$ cat config.mk
export PLATFORM = sky130hd
export DESIGN_NAME = cascaded_angle_speed_pid_axis
export DESIGN_NICKNAME = d
export VERILOG_FILES = /design/src/hdl/casp_pkg.sv /design/src/hdl/casp_csr.sv /design/src/hdl/casp_ctrl.sv /design/src/hdl/casp_dp.sv /design/src/hdl/cascaded_angle_speed_pid_axis.sv
export SDC_FILE = /design/constraint.sdc
export NUM_CORES = 2
export LEC_CHECK = 0
export BUFFER_PORTS_ARGS = -buffer_cell sky130_fd_sc_hd__buf_2
export CAP_MARGIN = 20
export CORE_MARGIN = 1.5
export CORE_UTILIZATION = 40
export CTS_BUF_LIST = sky130_fd_sc_hd__clkbuf_2 sky130_fd_sc_hd__clkbuf_4 sky130_fd_sc_hd__clkbuf_8
export CTS_CLUSTER_SIZE = 28
export DETAILED_ROUTE_END_ITERATION = 7
export PLACE_DENSITY = 0.55
export SLEW_MARGIN = 15
export SYNTH_ARGS = -nofsm -noshare
export SYNTH_HDL_FRONTEND = slang
export SYNTH_HIERARCHICAL = 1
export SYNTH_SLANG_ARGS = --single-unit
$ cat constraint.sdc
create_clock -name clock -period 22.1 [get_ports clock]
set_input_delay 3.315 -clock clock [delete_from_list [all_inputs] [get_ports clock]]
set_output_delay 3.315 -clock clock [all_outputs]
set_load 0.01 [all_outputs]
$ cat src/hdl/casp_pkg.sv
// Package for the cascaded angle/speed PID axis.
// Holds payload, configuration and command types plus fixed-point constants.
// No dependencies.
`default_nettype none

package casp_pkg;

   localparam int FS_W          = 24;
   localparam int LIMIT_W       = 15;
   localparam int GAIN_W        = 16;
   localparam int GAINS_W       = 48;
   localparam int ALPHA_W       = 9;
   localparam int ALPHA_FRAC    = 8;
   localparam int MUL_A_W       = 16;
   localparam int MUL_B_W       = 24;
   localparam int PROD_W        = MUL_A_W + 1 + MUL_B_W;
   localparam int ACC_W         = PROD_W + 1;
   localparam int HALF_TURN     = 25736;
   localparam int FULL_TURN     = 51472;

   localparam logic [GAINS_W-1:0] ANGLE_GAINS_RST    = '0;
   localparam logic [GAINS_W-1:0] SPEED_GAINS_RST    = '0;
   localparam logic [LIMIT_W-1:0] ANGLE_INT_LIM_RST  = 15'd100;
   localparam logic [LIMIT_W-1:0] ANGLE_OUT_LIM_RST  = 15'd300;
   localparam logic [LIMIT_W-1:0] RETURN_LIM_RST     = 15'd100;
   localparam logic [LIMIT_W-1:0] SPEED_INT_LIM_RST  = 15'd10000;
   localparam logic [LIMIT_W-1:0] VOLTAGE_LIM_RST    = 15'd25000;
   localparam logic [ALPHA_W-1:0] ALPHA_RST          = 9'd64;

   typedef struct packed {
      logic signed [15:0] target_angle;
      logic signed [15:0] measured_angle;
      logic signed [15:0] measured_speed;
      logic signed [15:0] feedforward_voltage;
      logic               returning_mode;
      logic               clear_integrals;
   } req_type;

   typedef struct packed {
      logic signed [15:0] drive_voltage;
      logic signed [15:0] angle_error_out;
      logic signed [15:0] speed_target_out;
   } rsp_type;

   typedef struct packed {
      logic [GAINS_W-1:0] angle_gains;
      logic [GAINS_W-1:0] speed_gains;
      logic [LIMIT_W-1:0] angle_integral_limit;
      logic [LIMIT_W-1:0] angle_output_limit;
      logic [LIMIT_W-1:0] returning_output_limit;
      logic [LIMIT_W-1:0] speed_integral_limit;
      logic [LIMIT_W-1:0] voltage_limit;
      logic [ALPHA_W-1:0] speed_filter_alpha;
   } cfg_type;

   localparam logic [3:0] OP_NONE    = 4'd0;
   localparam logic [3:0] OP_ERR     = 4'd1;
   localparam logic [3:0] OP_FILT_LO = 4'd2;
   localparam logic [3:0] OP_FILT_HI = 4'd3;
   localparam logic [3:0] OP_AINT    = 4'd4;
   localparam logic [3:0] OP_APID_P  = 4'd5;
   localparam logic [3:0] OP_APID_D  = 4'd6;
   localparam logic [3:0] OP_ATGT    = 4'd7;
   localparam logic [3:0] OP_SERR    = 4'd8;
   localparam logic [3:0] OP_SDIFF   = 4'd9;
   localparam logic [3:0] OP_SINT    = 4'd10;
   localparam logic [3:0] OP_SPID_P  = 4'd11;
   localparam logic [3:0] OP_SPID_D  = 4'd12;
   localparam logic [3:0] OP_FF      = 4'd13;
   localparam logic [3:0] OP_VOLT    = 4'd14;

   localparam logic [3:0] MUL_NONE     = 4'd0;
   localparam logic [3:0] MUL_FILT_NEW = 4'd1;
   localparam logic [3:0] MUL_FILT_OLD = 4'd2;
   localparam logic [3:0] MUL_AKI      = 4'd3;
   localparam logic [3:0] MUL_AKP      = 4'd4;
   localparam logic [3:0] MUL_AKD      = 4'd5;
   localparam logic [3:0] MUL_SKI      = 4'd6;
   localparam logic [3:0] MUL_SKP      = 4'd7;
   localparam logic [3:0] MUL_SKD      = 4'd8;

   typedef struct packed {
      logic       load;
      logic [3:0] op;
      logic [3:0] mul_sel;
   } cmd_type;

endpackage

`default_nettype wire

$ cat src/hdl/casp_csr.sv
// APB-style configuration register file for the cascaded angle/speed PID axis.
// Depends on casp_pkg for the configuration struct and reset values.
`default_nettype none

module casp_csr (
   input  wire logic             clock,
   input  wire logic             reset,
   input  wire logic             csr_psel,
   input  wire logic             csr_penable,
   input  wire logic             csr_pwrite,
   input  wire logic [5:0]       csr_paddr,
   input  wire logic [63:0]      csr_pwdata,
   output      logic [63:0]      csr_prdata,
   output      logic             csr_pready,
   output      casp_pkg::cfg_type cfg
);

   localparam logic [2:0] REG_ANGLE_GAINS   = 3'd0;
   localparam logic [2:0] REG_SPEED_GAINS   = 3'd1;
   localparam logic [2:0] REG_ANGLE_INT_LIM = 3'd2;
   localparam logic [2:0] REG_ANGLE_OUT_LIM = 3'd3;
   localparam logic [2:0] REG_RETURN_LIM    = 3'd4;
   localparam logic [2:0] REG_SPEED_INT_LIM = 3'd5;
   localparam logic [2:0] REG_VOLTAGE_LIM   = 3'd6;
   localparam logic [2:0] REG_ALPHA         = 3'd7;

   casp_pkg::cfg_type cfg_ff;
   casp_pkg::cfg_type cfg_in;
   logic [2:0]        reg_idx;
   logic              wr_en;

   assign reg_idx    = csr_paddr[5:3];
   assign wr_en      = csr_psel & csr_penable & csr_pwrite;
   assign csr_pready = 1'b1;
   assign cfg        = cfg_ff;

   always_comb begin
      cfg_in = cfg_ff;
      if (wr_en) begin
         unique case (reg_idx)
            REG_ANGLE_GAINS:   cfg_in.angle_gains = csr_pwdata[casp_pkg::GAINS_W-1:0];
            REG_SPEED_GAINS:   cfg_in.speed_gains = csr_pwdata[casp_pkg::GAINS_W-1:0];
            REG_ANGLE_INT_LIM: cfg_in.angle_integral_limit = csr_pwdata[14:0];
            REG_ANGLE_OUT_LIM: cfg_in.angle_output_limit = csr_pwdata[14:0];
            REG_RETURN_LIM:    cfg_in.returning_output_limit = csr_pwdata[14:0];
            REG_SPEED_INT_LIM: cfg_in.speed_integral_limit = csr_pwdata[14:0];
            REG_VOLTAGE_LIM:   cfg_in.voltage_limit = csr_pwdata[14:0];
            REG_ALPHA:         cfg_in.speed_filter_alpha = csr_pwdata[8:0];
         endcase
      end
   end

   always_comb begin
      unique case (reg_idx)
         REG_ANGLE_GAINS:   csr_prdata = 64'(cfg_ff.angle_gains);
         REG_SPEED_GAINS:   csr_prdata = 64'(cfg_ff.speed_gains);
         REG_ANGLE_INT_LIM: csr_prdata = 64'(cfg_ff.angle_integral_limit);
         REG_ANGLE_OUT_LIM: csr_prdata = 64'(cfg_ff.angle_output_limit);
         REG_RETURN_LIM:    csr_prdata = 64'(cfg_ff.returning_output_limit);
         REG_SPEED_INT_LIM: csr_prdata = 64'(cfg_ff.speed_integral_limit);
         REG_VOLTAGE_LIM:   csr_prdata = 64'(cfg_ff.voltage_limit);
         REG_ALPHA:         csr_prdata = 64'(cfg_ff.speed_filter_alpha);
      endcase
   end

   always_ff @(posedge clock) begin
      if (reset) begin
         cfg_ff.angle_gains            <= casp_pkg::ANGLE_GAINS_RST;
         cfg_ff.speed_gains            <= casp_pkg::SPEED_GAINS_RST;
         cfg_ff.angle_integral_limit   <= casp_pkg::ANGLE_INT_LIM_RST;
         cfg_ff.angle_output_limit     <= casp_pkg::ANGLE_OUT_LIM_RST;
         cfg_ff.returning_output_limit <= casp_pkg::RETURN_LIM_RST;
         cfg_ff.speed_integral_limit   <= casp_pkg::SPEED_INT_LIM_RST;
         cfg_ff.voltage_limit          <= casp_pkg::VOLTAGE_LIM_RST;
         cfg_ff.speed_filter_alpha     <= casp_pkg::ALPHA_RST;
      end else begin
         cfg_ff <= cfg_in;
      end
   end

endmodule

`default_nettype wire

$ cat src/hdl/casp_ctrl.sv
// Step sequencer for the cascaded angle/speed PID axis.
// Issues one datapath command per cycle, holding in the last step while the output register is
// still stalled, and owns both handshakes. Depends on casp_pkg for command codes.
`default_nettype none

module casp_ctrl (
   input  wire logic              clock,
   input  wire logic              reset,
   input  wire logic              req_valid,
   output      logic              req_stall,
   output      logic              rsp_valid,
   input  wire logic              rsp_stall,
   output      casp_pkg::cmd_type cmd
);

   localparam logic [3:0] ST_IDLE    = 4'd0;
   localparam logic [3:0] ST_ERR     = 4'd1;
   localparam logic [3:0] ST_FILT_LO = 4'd2;
   localparam logic [3:0] ST_FILT_HI = 4'd3;
   localparam logic [3:0] ST_AINT    = 4'd4;
   localparam logic [3:0] ST_APID_P  = 4'd5;
   localparam logic [3:0] ST_APID_D  = 4'd6;
   localparam logic [3:0] ST_ATGT    = 4'd7;
   localparam logic [3:0] ST_SERR    = 4'd8;
   localparam logic [3:0] ST_SDIFF   = 4'd9;
   localparam logic [3:0] ST_SINT    = 4'd10;
   localparam logic [3:0] ST_SPID_P  = 4'd11;
   localparam logic [3:0] ST_SPID_D  = 4'd12;
   localparam logic [3:0] ST_FF      = 4'd13;
   localparam logic [3:0] ST_VOLT    = 4'd14;

   logic [3:0] state_ff;
   logic [3:0] state_in;
   logic       rsp_valid_ff;
   logic       rsp_valid_in;
   logic       out_free;

   assign req_stall = (state_ff != ST_IDLE);
   assign rsp_valid = rsp_valid_ff;
   assign out_free  = ~rsp_valid_ff | ~rsp_stall;

   always_comb begin
      state_in     = state_ff;
      rsp_valid_in = rsp_valid_ff & rsp_stall;
      cmd.load     = 1'b0;
      cmd.op       = casp_pkg::OP_NONE;
      cmd.mul_sel  = casp_pkg::MUL_NONE;
      unique case (state_ff)
         ST_IDLE: begin
            if (req_valid) begin
               cmd.load = 1'b1;
               state_in = ST_ERR;
            end
         end
         ST_ERR: begin
            cmd.op      = casp_pkg::OP_ERR;
            cmd.mul_sel = casp_pkg::MUL_FILT_NEW;
            state_in    = ST_FILT_LO;
         end
         ST_FILT_LO: begin
            cmd.op      = casp_pkg::OP_FILT_LO;
            cmd.mul_sel = casp_pkg::MUL_FILT_OLD;
            state_in    = ST_FILT_HI;
         end
         ST_FILT_HI: begin
            cmd.op      = casp_pkg::OP_FILT_HI;
            cmd.mul_sel = casp_pkg::MUL_AKI;
            state_in    = ST_AINT;
         end
         ST_AINT: begin
            cmd.op      = casp_pkg::OP_AINT;
            cmd.mul_sel = casp_pkg::MUL_AKP;
            state_in    = ST_APID_P;
         end
         ST_APID_P: begin
            cmd.op      = casp_pkg::OP_APID_P;
            cmd.mul_sel = casp_pkg::MUL_AKD;
            state_in    = ST_APID_D;
         end
         ST_APID_D: begin
            cmd.op   = casp_pkg::OP_APID_D;
            state_in = ST_ATGT;
         end
         ST_ATGT: begin
            cmd.op   = casp_pkg::OP_ATGT;
            state_in = ST_SERR;
         end
         ST_SERR: begin
            cmd.op   = casp_pkg::OP_SERR;
            state_in = ST_SDIFF;
         end
         ST_SDIFF: begin
            cmd.op      = casp_pkg::OP_SDIFF;
            cmd.mul_sel = casp_pkg::MUL_SKI;
            state_in    = ST_SINT;
         end
         ST_SINT: begin
            cmd.op      = casp_pkg::OP_SINT;
            cmd.mul_sel = casp_pkg::MUL_SKP;
            state_in    = ST_SPID_P;
         end
         ST_SPID_P: begin
            cmd.op      = casp_pkg::OP_SPID_P;
            cmd.mul_sel = casp_pkg::MUL_SKD;
            state_in    = ST_SPID_D;
         end
         ST_SPID_D: begin
            cmd.op   = casp_pkg::OP_SPID_D;
            state_in = ST_FF;
         end
         ST_FF: begin
            cmd.op   = casp_pkg::OP_FF;
            state_in = ST_VOLT;
         end
         ST_VOLT: begin
            // hold until the output register is free
            if (out_free) begin
               cmd.op       = casp_pkg::OP_VOLT;
               rsp_valid_in = 1'b1;
               state_in     = ST_IDLE;
            end
         end
         default: state_in = ST_IDLE;
      endcase
   end

   always_ff @(posedge clock) begin
      if (reset) begin
         state_ff     <= ST_IDLE;
         rsp_valid_ff <= 1'b0;
      end else begin
         state_ff     <= state_in;
         rsp_valid_ff <= rsp_valid_in;
      end
   end

endmodule

`default_nettype wire

$ cat src/hdl/casp_dp.sv
// Datapath for the cascaded angle/speed PID axis: one shared multiplier,
// accumulator, loop state and output register. Driven by casp_ctrl commands.
// Depends on casp_pkg for types, widths and op codes.
`default_nettype none

module casp_dp #(
   parameter int GAIN_FRAC_BITS = 8
) (
   input  wire logic              clock,
   input  wire logic              reset,
   input  wire casp_pkg::cmd_type cmd,
   input  wire casp_pkg::req_type req_payload,
   input  wire casp_pkg::cfg_type cfg,
   output      casp_pkg::rsp_type rsp_payload
);

   localparam int ACC_W   = casp_pkg::ACC_W;
   localparam int PROD_W  = casp_pkg::PROD_W;
   localparam int FS_W    = casp_pkg::FS_W;
   localparam int GAIN_W  = casp_pkg::GAIN_W;
   localparam int ALPHA_W = casp_pkg::ALPHA_W;
   localparam int AFRAC   = casp_pkg::ALPHA_FRAC;
   localparam logic signed [17:0] HALF_TURN = 18'(casp_pkg::HALF_TURN);
   localparam logic signed [17:0] FULL_TURN = 18'(casp_pkg::FULL_TURN);
   localparam logic [ALPHA_W-1:0] ALPHA_ONE = ALPHA_W'(1 << AFRAC);

   function automatic logic signed [15:0] clamp_sym(input logic signed [ACC_W-1:0] v,
                                                    input logic [14:0] lim);
      logic signed [ACC_W-1:0] hi;
      logic signed [ACC_W-1:0] lo;
      hi = ACC_W'($signed({1'b0, lim}));
      lo = -hi;
      priority if (v > hi) return hi[15:0];
      else if (v < lo)     return lo[15:0];
      else                 return v[15:0];
   endfunction

   function automatic logic signed [ACC_W-1:0] term(input logic signed [PROD_W-1:0] p);
      logic signed [PROD_W-1:0] t;
      t = p >>> GAIN_FRAC_BITS;
      return ACC_W'(t);
   endfunction

   // loop state
   logic signed [FS_W-1:0]  fs_ff, fs_in;
   logic signed [15:0]      aprev_ff, aprev_in;
   logic signed [15:0]      ai_ff, ai_in;
   logic signed [16:0]      sprev_ff, sprev_in;
   logic signed [15:0]      si_ff, si_in;

   // working registers
   casp_pkg::req_type       in_ff, in_in;
   logic signed [ACC_W-1:0] acc_ff, acc_in;
   logic signed [PROD_W-1:0] prod_ff, prod_in;
   logic signed [15:0]      err_ff, err_in;
   logic signed [17:0]      diff_ff, diff_in;
   logic signed [16:0]      serr_ff, serr_in;
   logic signed [15:0]      spt_ff, spt_in;
   casp_pkg::rsp_type       rsp_ff, rsp_in;

   logic [ALPHA_W-1:0]      alpha_eff;
   logic [GAIN_W-1:0]       mul_a;
   logic signed [casp_pkg::MUL_B_W-1:0] mul_b;
   logic signed [GAIN_W:0]  mul_a_s;
   logic signed [17:0]      raw_err;
   logic signed [ACC_W-1:0] sum;
   logic [14:0]             tgt_lim;

   assign alpha_eff   = cfg.speed_filter_alpha[ALPHA_W-1] ? ALPHA_ONE
                                                          : cfg.speed_filter_alpha;
   assign mul_a_s     = $signed({1'b0, mul_a});
   assign prod_in     = mul_a_s * mul_b;
   assign rsp_payload = rsp_ff;
   assign tgt_lim     = in_ff.returning_mode ? cfg.returning_output_limit
                                             : cfg.angle_output_limit;

   always_comb begin
      unique case (cmd.mul_sel)
         casp_pkg::MUL_FILT_NEW: begin
            mul_a = GAIN_W'(alpha_eff);
            mul_b = 24'(in_ff.measured_speed);
         end
         casp_pkg::MUL_FILT_OLD: begin
            mul_a = GAIN_W'(ALPHA_ONE - alpha_eff);
            mul_b = fs_ff;
         end
         casp_pkg::MUL_AKI: begin
            mul_a = cfg.angle_gains[31:16];
            mul_b = 24'(err_ff);
         end
         casp_pkg::MUL_AKP: begin
            mul_a = cfg.angle_gains[15:0];
            mul_b = 24'(err_ff);
         end
         casp_pkg::MUL_AKD: begin
            mul_a = cfg.angle_gains[47:32];
            mul_b = 24'(diff_ff);
         end
         casp_pkg::MUL_SKI: begin
            mul_a = cfg.speed_gains[31:16];
            mul_b = 24'(serr_ff);
         end
         casp_pkg::MUL_SKP: begin
            mul_a = cfg.speed_gains[15:0];
            mul_b = 24'(serr_ff);
         end
         casp_pkg::MUL_SKD: begin
            mul_a = cfg.speed_gains[47:32];
            mul_b = 24'(diff_ff);
         end
         default: begin
            mul_a = '0;
            mul_b = '0;
         end
      endcase
   end

   always_comb begin
      fs_in    = fs_ff;
      aprev_in = aprev_ff;
      ai_in    = ai_ff;
      sprev_in = sprev_ff;
      si_in    = si_ff;
      in_in    = in_ff;
      acc_in   = acc_ff;
      err_in   = err_ff;
      diff_in  = diff_ff;
      serr_in  = serr_ff;
      spt_in   = spt_ff;
      rsp_in   = rsp_ff;
      raw_err  = 18'(in_ff.target_angle) - 18'(in_ff.measured_angle);
      sum      = '0;

      if (cmd.load) begin
         in_in = req_payload;
         if (req_payload.clear_integrals) begin
            ai_in = '0;
            si_in = '0;
         end
      end

      unique case (cmd.op)
         casp_pkg::OP_NONE: begin
         end
         casp_pkg::OP_ERR: begin
            priority if (raw_err > HALF_TURN - 18'sd1) err_in = 16'(raw_err - FULL_TURN);
            else if (raw_err < -HALF_TURN)             err_in = 16'(raw_err + FULL_TURN);
            else                                       err_in = 16'(raw_err);
         end
         casp_pkg::OP_FILT_LO: begin
            acc_in  = ACC_W'(prod_ff) <<< AFRAC;
            diff_in = 18'(err_ff) - 18'(aprev_ff);
         end
         casp_pkg::OP_FILT_HI: begin
            sum   = acc_ff + ACC_W'(prod_ff);
            fs_in = FS_W'(sum >>> AFRAC);
         end
         casp_pkg::OP_AINT: begin
            sum   = ACC_W'(ai_ff) + term(prod_ff);
            ai_in = clamp_sym(sum, cfg.angle_integral_limit);
         end
         casp_pkg::OP_APID_P: acc_in = term(prod_ff) + ACC_W'(ai_ff);
         casp_pkg::OP_APID_D: begin
            acc_in   = acc_ff + term(prod_ff);
            aprev_in = err_ff;
         end
         casp_pkg::OP_ATGT: spt_in = clamp_sym(acc_ff, tgt_lim);
         casp_pkg::OP_SERR: serr_in = 17'(spt_ff) - 17'($signed(fs_ff[FS_W-1:AFRAC]));
         casp_pkg::OP_SDIFF: diff_in = 18'(serr_ff) - 18'(sprev_ff);
         casp_pkg::OP_SINT: begin
            sum   = ACC_W'(si_ff) + term(prod_ff);
            si_in = clamp_sym(sum, cfg.speed_integral_limit);
         end
         casp_pkg::OP_SPID_P: acc_in = term(prod_ff) + ACC_W'(si_ff);
         casp_pkg::OP_SPID_D: begin
            acc_in   = acc_ff + term(prod_ff);
            sprev_in = serr_ff;
         end
         casp_pkg::OP_FF: acc_in = acc_ff + ACC_W'(in_ff.feedforward_voltage);
         casp_pkg::OP_VOLT: begin
            rsp_in.drive_voltage    = clamp_sym(acc_ff, cfg.voltage_limit);
            rsp_in.angle_error_out  = err_ff;
            rsp_in.speed_target_out = spt_ff;
         end
         default: begin
         end
      endcase
   end

   always_ff @(posedge clock) begin
      if (reset) begin
         fs_ff    <= '0;
         aprev_ff <= '0;
         ai_ff    <= '0;
         sprev_ff <= '0;
         si_ff    <= '0;
      end else begin
         fs_ff    <= fs_in;
         aprev_ff <= aprev_in;
         ai_ff    <= ai_in;
         sprev_ff <= sprev_in;
         si_ff    <= si_in;
      end
   end

   always_ff @(posedge clock) begin
      in_ff   <= in_in;
      acc_ff  <= acc_in;
      prod_ff <= prod_in;
      err_ff  <= err_in;
      diff_ff <= diff_in;
      serr_ff <= serr_in;
      spt_ff  <= spt_in;
      rsp_ff  <= rsp_in;
   end

endmodule

`default_nettype wire

$ cat src/hdl/cascaded_angle_speed_pid_axis.sv
// Cascaded angle/speed PID for one gimbal axis: top level.
// A new transaction is taken only after the previous one has run all its steps, which include
// eight products run in turn through the single shared 17x24 multiplier; the last step waits
// while a prior result is still stalled. Reset clears loop state and control, and loads
// register defaults.
// Depends on casp_pkg, casp_csr, casp_ctrl and casp_dp.
`default_nettype none

module cascaded_angle_speed_pid_axis #(
   parameter int GAIN_FRAC_BITS = 8
) (
   input  wire logic              clock,
   input  wire logic              reset,
   input  wire logic              req_valid,
   output      logic              req_stall,
   input  wire casp_pkg::req_type req_payload,
   output      logic              rsp_valid,
   input  wire logic              rsp_stall,
   output      casp_pkg::rsp_type rsp_payload,
   input  wire logic              csr_psel,
   input  wire logic              csr_penable,
   input  wire logic              csr_pwrite,
   input  wire logic [5:0]        csr_paddr,
   input  wire logic [63:0]       csr_pwdata,
   output      logic [63:0]       csr_prdata,
   output      logic              csr_pready
);

   casp_pkg::cfg_type cfg;
   casp_pkg::cmd_type cmd;

   casp_csr u_csr (
      .clock       (clock),
      .reset       (reset),
      .csr_psel    (csr_psel),
      .csr_penable (csr_penable),
      .csr_pwrite  (csr_pwrite),
      .csr_paddr   (csr_paddr),
      .csr_pwdata  (csr_pwdata),
      .csr_prdata  (csr_prdata),
      .csr_pready  (csr_pready),
      .cfg         (cfg)
   );

   casp_ctrl u_ctrl (
      .clock     (clock),
      .reset     (reset),
      .req_valid (req_valid),
      .req_stall (req_stall),
      .rsp_valid (rsp_valid),
      .rsp_stall (rsp_stall),
      .cmd       (cmd)
   );

   casp_dp #(
      .GAIN_FRAC_BITS (GAIN_FRAC_BITS)
   ) u_dp (
      .clock       (clock),
      .reset       (reset),
      .cmd         (cmd),
      .req_payload (req_payload),
      .cfg         (cfg),
      .rsp_payload (rsp_payload)
   );

endmodule

`default_nettype wire

==> impl_metrics.env <==
export IMPL_status="finished, final reports clean"
export IMPL_grt_max_degree=77
export IMPL_period_needed_ns=10.73
export IMPL_crit_type="flip-flop to flip-flop"
export IMPL_initial_core_util_pct=40.4
export IMPL_max_cap_viol_count=0
export IMPL_fin_nets=7585
export IMPL_ant_nets=0
export IMPL_synth_edf_count=222
export IMPL_grt_pass1_vias=45900
export IMPL_numPlacedInstances=8185
export IMPL_grt_pass1_wl_um=295000
export IMPL_ctsHtreeMaxLevel=3
export IMPL_synth_seq_cells=537
export IMPL_cts_tree="yes"
export IMPL_antenna_found_initial=24
export IMPL_fin_tns_setup_ns=0
export IMPL_worstMarginPinSlew_ns=1.07
export IMPL_track_usage_pct=28.6
export IMPL_whs_ns=0.455
export IMPL_cts_resized_gates=0
export IMPL_drive_above_1_share_pct=9.59
export IMPL_setup_ws_ns=11.37
export IMPL_crit_top_cell="fa_1"
export IMPL_hold_violations=0
export IMPL_drt_wl_total_um=199000
export IMPL_clk_transition_reported_paths_ns=0.06
export IMPL_seq_area_um2=13000
export IMPL_area_growth_synth_to_final_pct=9.72
export IMPL_cts_sinks=537
export IMPL_io_buffers=221
export IMPL_multi_input_area_um2=37300
export IMPL_max_freq_mhz=93.2
export IMPL_synth_cell_types=108
export IMPL_synth_warnings=6
export IMPL_power_density_nw_per_um2=51.1
export IMPL_drtIter0Drc=4587
export IMPL_die_h_um=370
export IMPL_row_count=134
export IMPL_r2r_end="u_dp/prod_ff[40]$_DFF_P_"
export IMPL_postCtsSetupBuffers=0
export IMPL_post_route_period_util_pct=48.6
export IMPL_min_delay_start="u_dp/aprev_ff[14]$_SDFFE_PP0P_"
export IMPL_setup_violations=0
export IMPL_cts_buffers=98
export IMPL_drt_pass1_iterations=7
export IMPL_synth_flop_cell="dfxtp_1"
export IMPL_die_area_um2=137000
export IMPL_max_slew_margin_pct=28.4
export IMPL_fin_cells=8371
export IMPL_cp_slowest_cell="and3_1"
export IMPL_hold_depth=2
export IMPL_synth_cells=6373
export IMPL_core_area_um2=134000
export IMPL_async_reset_ff_share_pct=0
export IMPL_ys_seq_area_share_pct=24.0
export IMPL_fillers=13500
export IMPL_hold_end="u_dp/aprev_ff[14]$_SDFFE_PP0P_"
export IMPL_die_w_um=370
export IMPL_critical_path_required_ns=22.80
export IMPL_syn_area_per_cell_um2=8.47
export IMPL_critPathCaptureType="flip-flop"
export IMPL_r2r_start="u_ctrl/state_ff[0]$_SDFFE_PP0P_"
export IMPL_routabilityCongestion=0.969
export IMPL_clock_path_buffers=3
export IMPL_skew_ns=0.0705
export IMPL_peakVddDrop_uv=43.4
export IMPL_ioPinCount=258
export IMPL_reg2reg_slack_ns=11.37
export IMPL_hpwlAfterDp_um=153000
export IMPL_ctsHoldBuffers=0
export IMPL_grt_remaining_overflow=0
export IMPL_reg2reg_depth=32
export IMPL_worstSkewPairLatency_ns=0.84
export IMPL_cts_root_buffer="clkbuf_8"
export IMPL_worst_endpoint_arrival_ns=11.44
export IMPL_worstSetupStartpointType="flip-flop"
export IMPL_place_ws_ns=11.50
export IMPL_route_detailed_drc=0
export IMPL_post_drt_wl_per_cell_um=23.8
export IMPL_drv_slew=0
export IMPL_hold_path_class="flip-flop to flip-flop"
export IMPL_rsz0062_at_grt="false"
export IMPL_cpPeakStageDelay_ns=0.88
export IMPL_vias=48200
export IMPL_syn_area_um2=54000
export IMPL_leakagePower_nw=26.9
export IMPL_critPathMaxFanout=22
export IMPL_routed_via_density=5.76
## registers in the layout, summed over array words and instances, names as in the netlist, 18 cells and up
| signal | cells |
|---|---|
| u_dp/prod_ff | 41 |
| u_dp/acc_ff | 42 |
| u_dp/diff_ff | 18 |
| u_dp/fs_ff | 24 |
| u_dp/rsp_payload | 48 |
| u_csr/cfg | 180 |
| u_dp/in_ff | 65 |
## synth_stat cells, drive strengths merged (15+ instances only)
library cell / count / area share (%)
o31ai: 24 / 0.34
a211o: 17 / 0.28
xor2: 68 / 1.1
mux2: 49 / 1.0
dfxtp: 315 / 12
o221ai: 17 / 0.30
mux2i: 73 / 1.4
buf: 88 / 1.0
nor2b: 70 / 0.81
o21ai: 232 / 2.1
fa: 384 / 14
nand2: 980 / 6.8
or3: 41 / 0.47
nor2: 430 / 3.0
and3: 59 / 0.68
nand2b: 54 / 0.63
xnor2: 168 / 2.7
nand3: 114 / 1.1
clkbuf: 201 / 1.4
o21bai: 21 / 0.29
a22oi: 29 / 0.40
nor4: 40 / 0.49
o21a: 53 / 0.74
o211ai: 31 / 0.44
ha: 539 / 12
a21oi: 495 / 4.6
o22ai: 16 / 0.19
nor3b: 24 / 0.34
or2: 17 / 0.20
nand3b: 27 / 0.38
a31oi: 30 / 0.36
nand4: 56 / 0.66
nor3: 99 / 0.97
edfxtp: 222 / 12
o2111ai: 16 / 0.26
a21boi: 16 / 0.22
a21o: 139 / 1.9
a2111oi: 15 / 0.30
a222oi: 32 / 0.59
a211oi: 43 / 0.61
a221oi: 52 / 0.87
and2: 42 / 0.49
a22o: 54 / 0.88
inv: 714 / 5.0
## metrics by stage
step                power, mW  area [um2]  util (%)
global route             3.16       59200      44.3
detailed placement       1.95       57100      42.6
floorplan                1.68       54100         -
CTS                      3.04       59200      44.2
global placement         1.94       57000      42.6
finish                   3.03       59300      44.3
## worst max path at each step
stage | from | end | slack, ns | cells after the start
floorplan | u_ctrl/state_ff[3]$_SDFFE_PP0P_ | u_dp/prod_ff[34]$_DFF_P_ | 13.24 | 34
global placement | u_ctrl/state_ff[0]$_SDFFE_PP0P_ | u_dp/prod_ff[40]$_DFF_P_ | 11.58 | 32
detailed placement | u_ctrl/state_ff[0]$_SDFFE_PP0P_ | u_dp/prod_ff[40]$_DFF_P_ | 11.50 | 32
CTS | u_ctrl/state_ff[0]$_SDFFE_PP0P_ | u_dp/prod_ff[40]$_DFF_P_ | 11.44 | 32
global route | u_ctrl/state_ff[0]$_SDFFE_PP0P_ | u_dp/prod_ff[40]$_DFF_P_ | 10.73 | 32
finish | u_ctrl/state_ff[0]$_SDFFE_PP0P_ | u_dp/prod_ff[40]$_DFF_P_ | 11.37 | 32
## worst max-delay path: cells and delay by family (launching register included)
family / cells / cell delay (ns)
adders and majority gates: 7 / 3.68
AOI/OAI and AO/OA: 13 / 3.18
and+or+nand+nor: 5 / 2.00
buffers and inverters: 6 / 1.00
DFF: 1 / 0.61
xor gates and xnor gates: 1 / 0.13
## layout by cell type (no fill, tap or decap), types with 28 or more instances in the layout
| cell type | count |
|---|---|
| a221oi_1 | 48 |
| a21oi_1 | 489 |
| dfxtp_1 | 315 |
| nor4_1 | 39 |
| buf_2 | 220 |
| edfxtp_1 | 222 |
| clkbuf_4 | 28 |
| or3_1 | 41 |
| o21a_1 | 53 |
| clkbuf_8 | 110 |
| xnor2_1 | 168 |
| nor2b_1 | 70 |
| nand2_1 | 978 |
| fa_1 | 384 |
| o21ai_0 | 225 |
| a211oi_1 | 42 |
| and3_1 | 59 |
| and2_1 | 42 |
| nor2_1 | 420 |
| o211ai_1 | 30 |
| mux2_2 | 49 |
| xor2_1 | 68 |
| buf_4 | 96 |
| nand3_1 | 114 |
| a222oi_1 | 32 |
| nand2b_1 | 54 |
| a22oi_1 | 29 |
| mux2i_1 | 65 |
| a22o_1 | 54 |
| a31oi_1 | 28 |
| nand4_1 | 55 |
| inv_1 | 714 |
| ha_1 | 539 |
| a21o_1 | 139 |
| nor3_1 | 88 |
## power breakdown
part	total, mW	internal [mW]	leakage (nW)	switching (mW)
registers	1.16	1.08	4.60	0.0764
clock network	1.08	0.597	1.12	0.484
logic	0.784	0.287	21.2	0.497
## layer usage
| layer | share of wire (%) | GRT usage (%) | up-vias | wire length, um |
|---|---|---|---|---|
| met1 | 44 | 39.8 | 23600 | 87900 |
| li1 | - | - | 22400 | - |
| met4 | 3.3 | 9.07 | 16 | 6660 |
| met5 | 0.051 | 0 | - | 102 |
| met3 | 8.0 | 5.63 | 339 | 15900 |
| met2 | 44 | 44.4 | 1858 | 88500 |
## cell type report
class                      instances  share of cell area, %
clock buffer                     136                   2.87
multi-input combinational       4848                   63.0
tap                             1768                   3.73
sequential                       537                   21.9
timing repair buffer             320                   3.16
inverter                         714                   4.52
antenna                           11                 0.0465
clock inverter                    37                  0.752
## cell families (layout without fill, tap and decap cells)
family	after synthesis	after routing	share of synthesized area, %
compound gates	1460	1460	18.0
xor+xnor	236	236	3.83
fa+ha+maj	923	923	26.7
buf+inv	1003	1207	7.37
flops	537	537	24.0
mux	122	122	2.37
other cells	2	28	0.0139
simple gates	2090	2090	17.6
(Power assumes the default switching activity.)
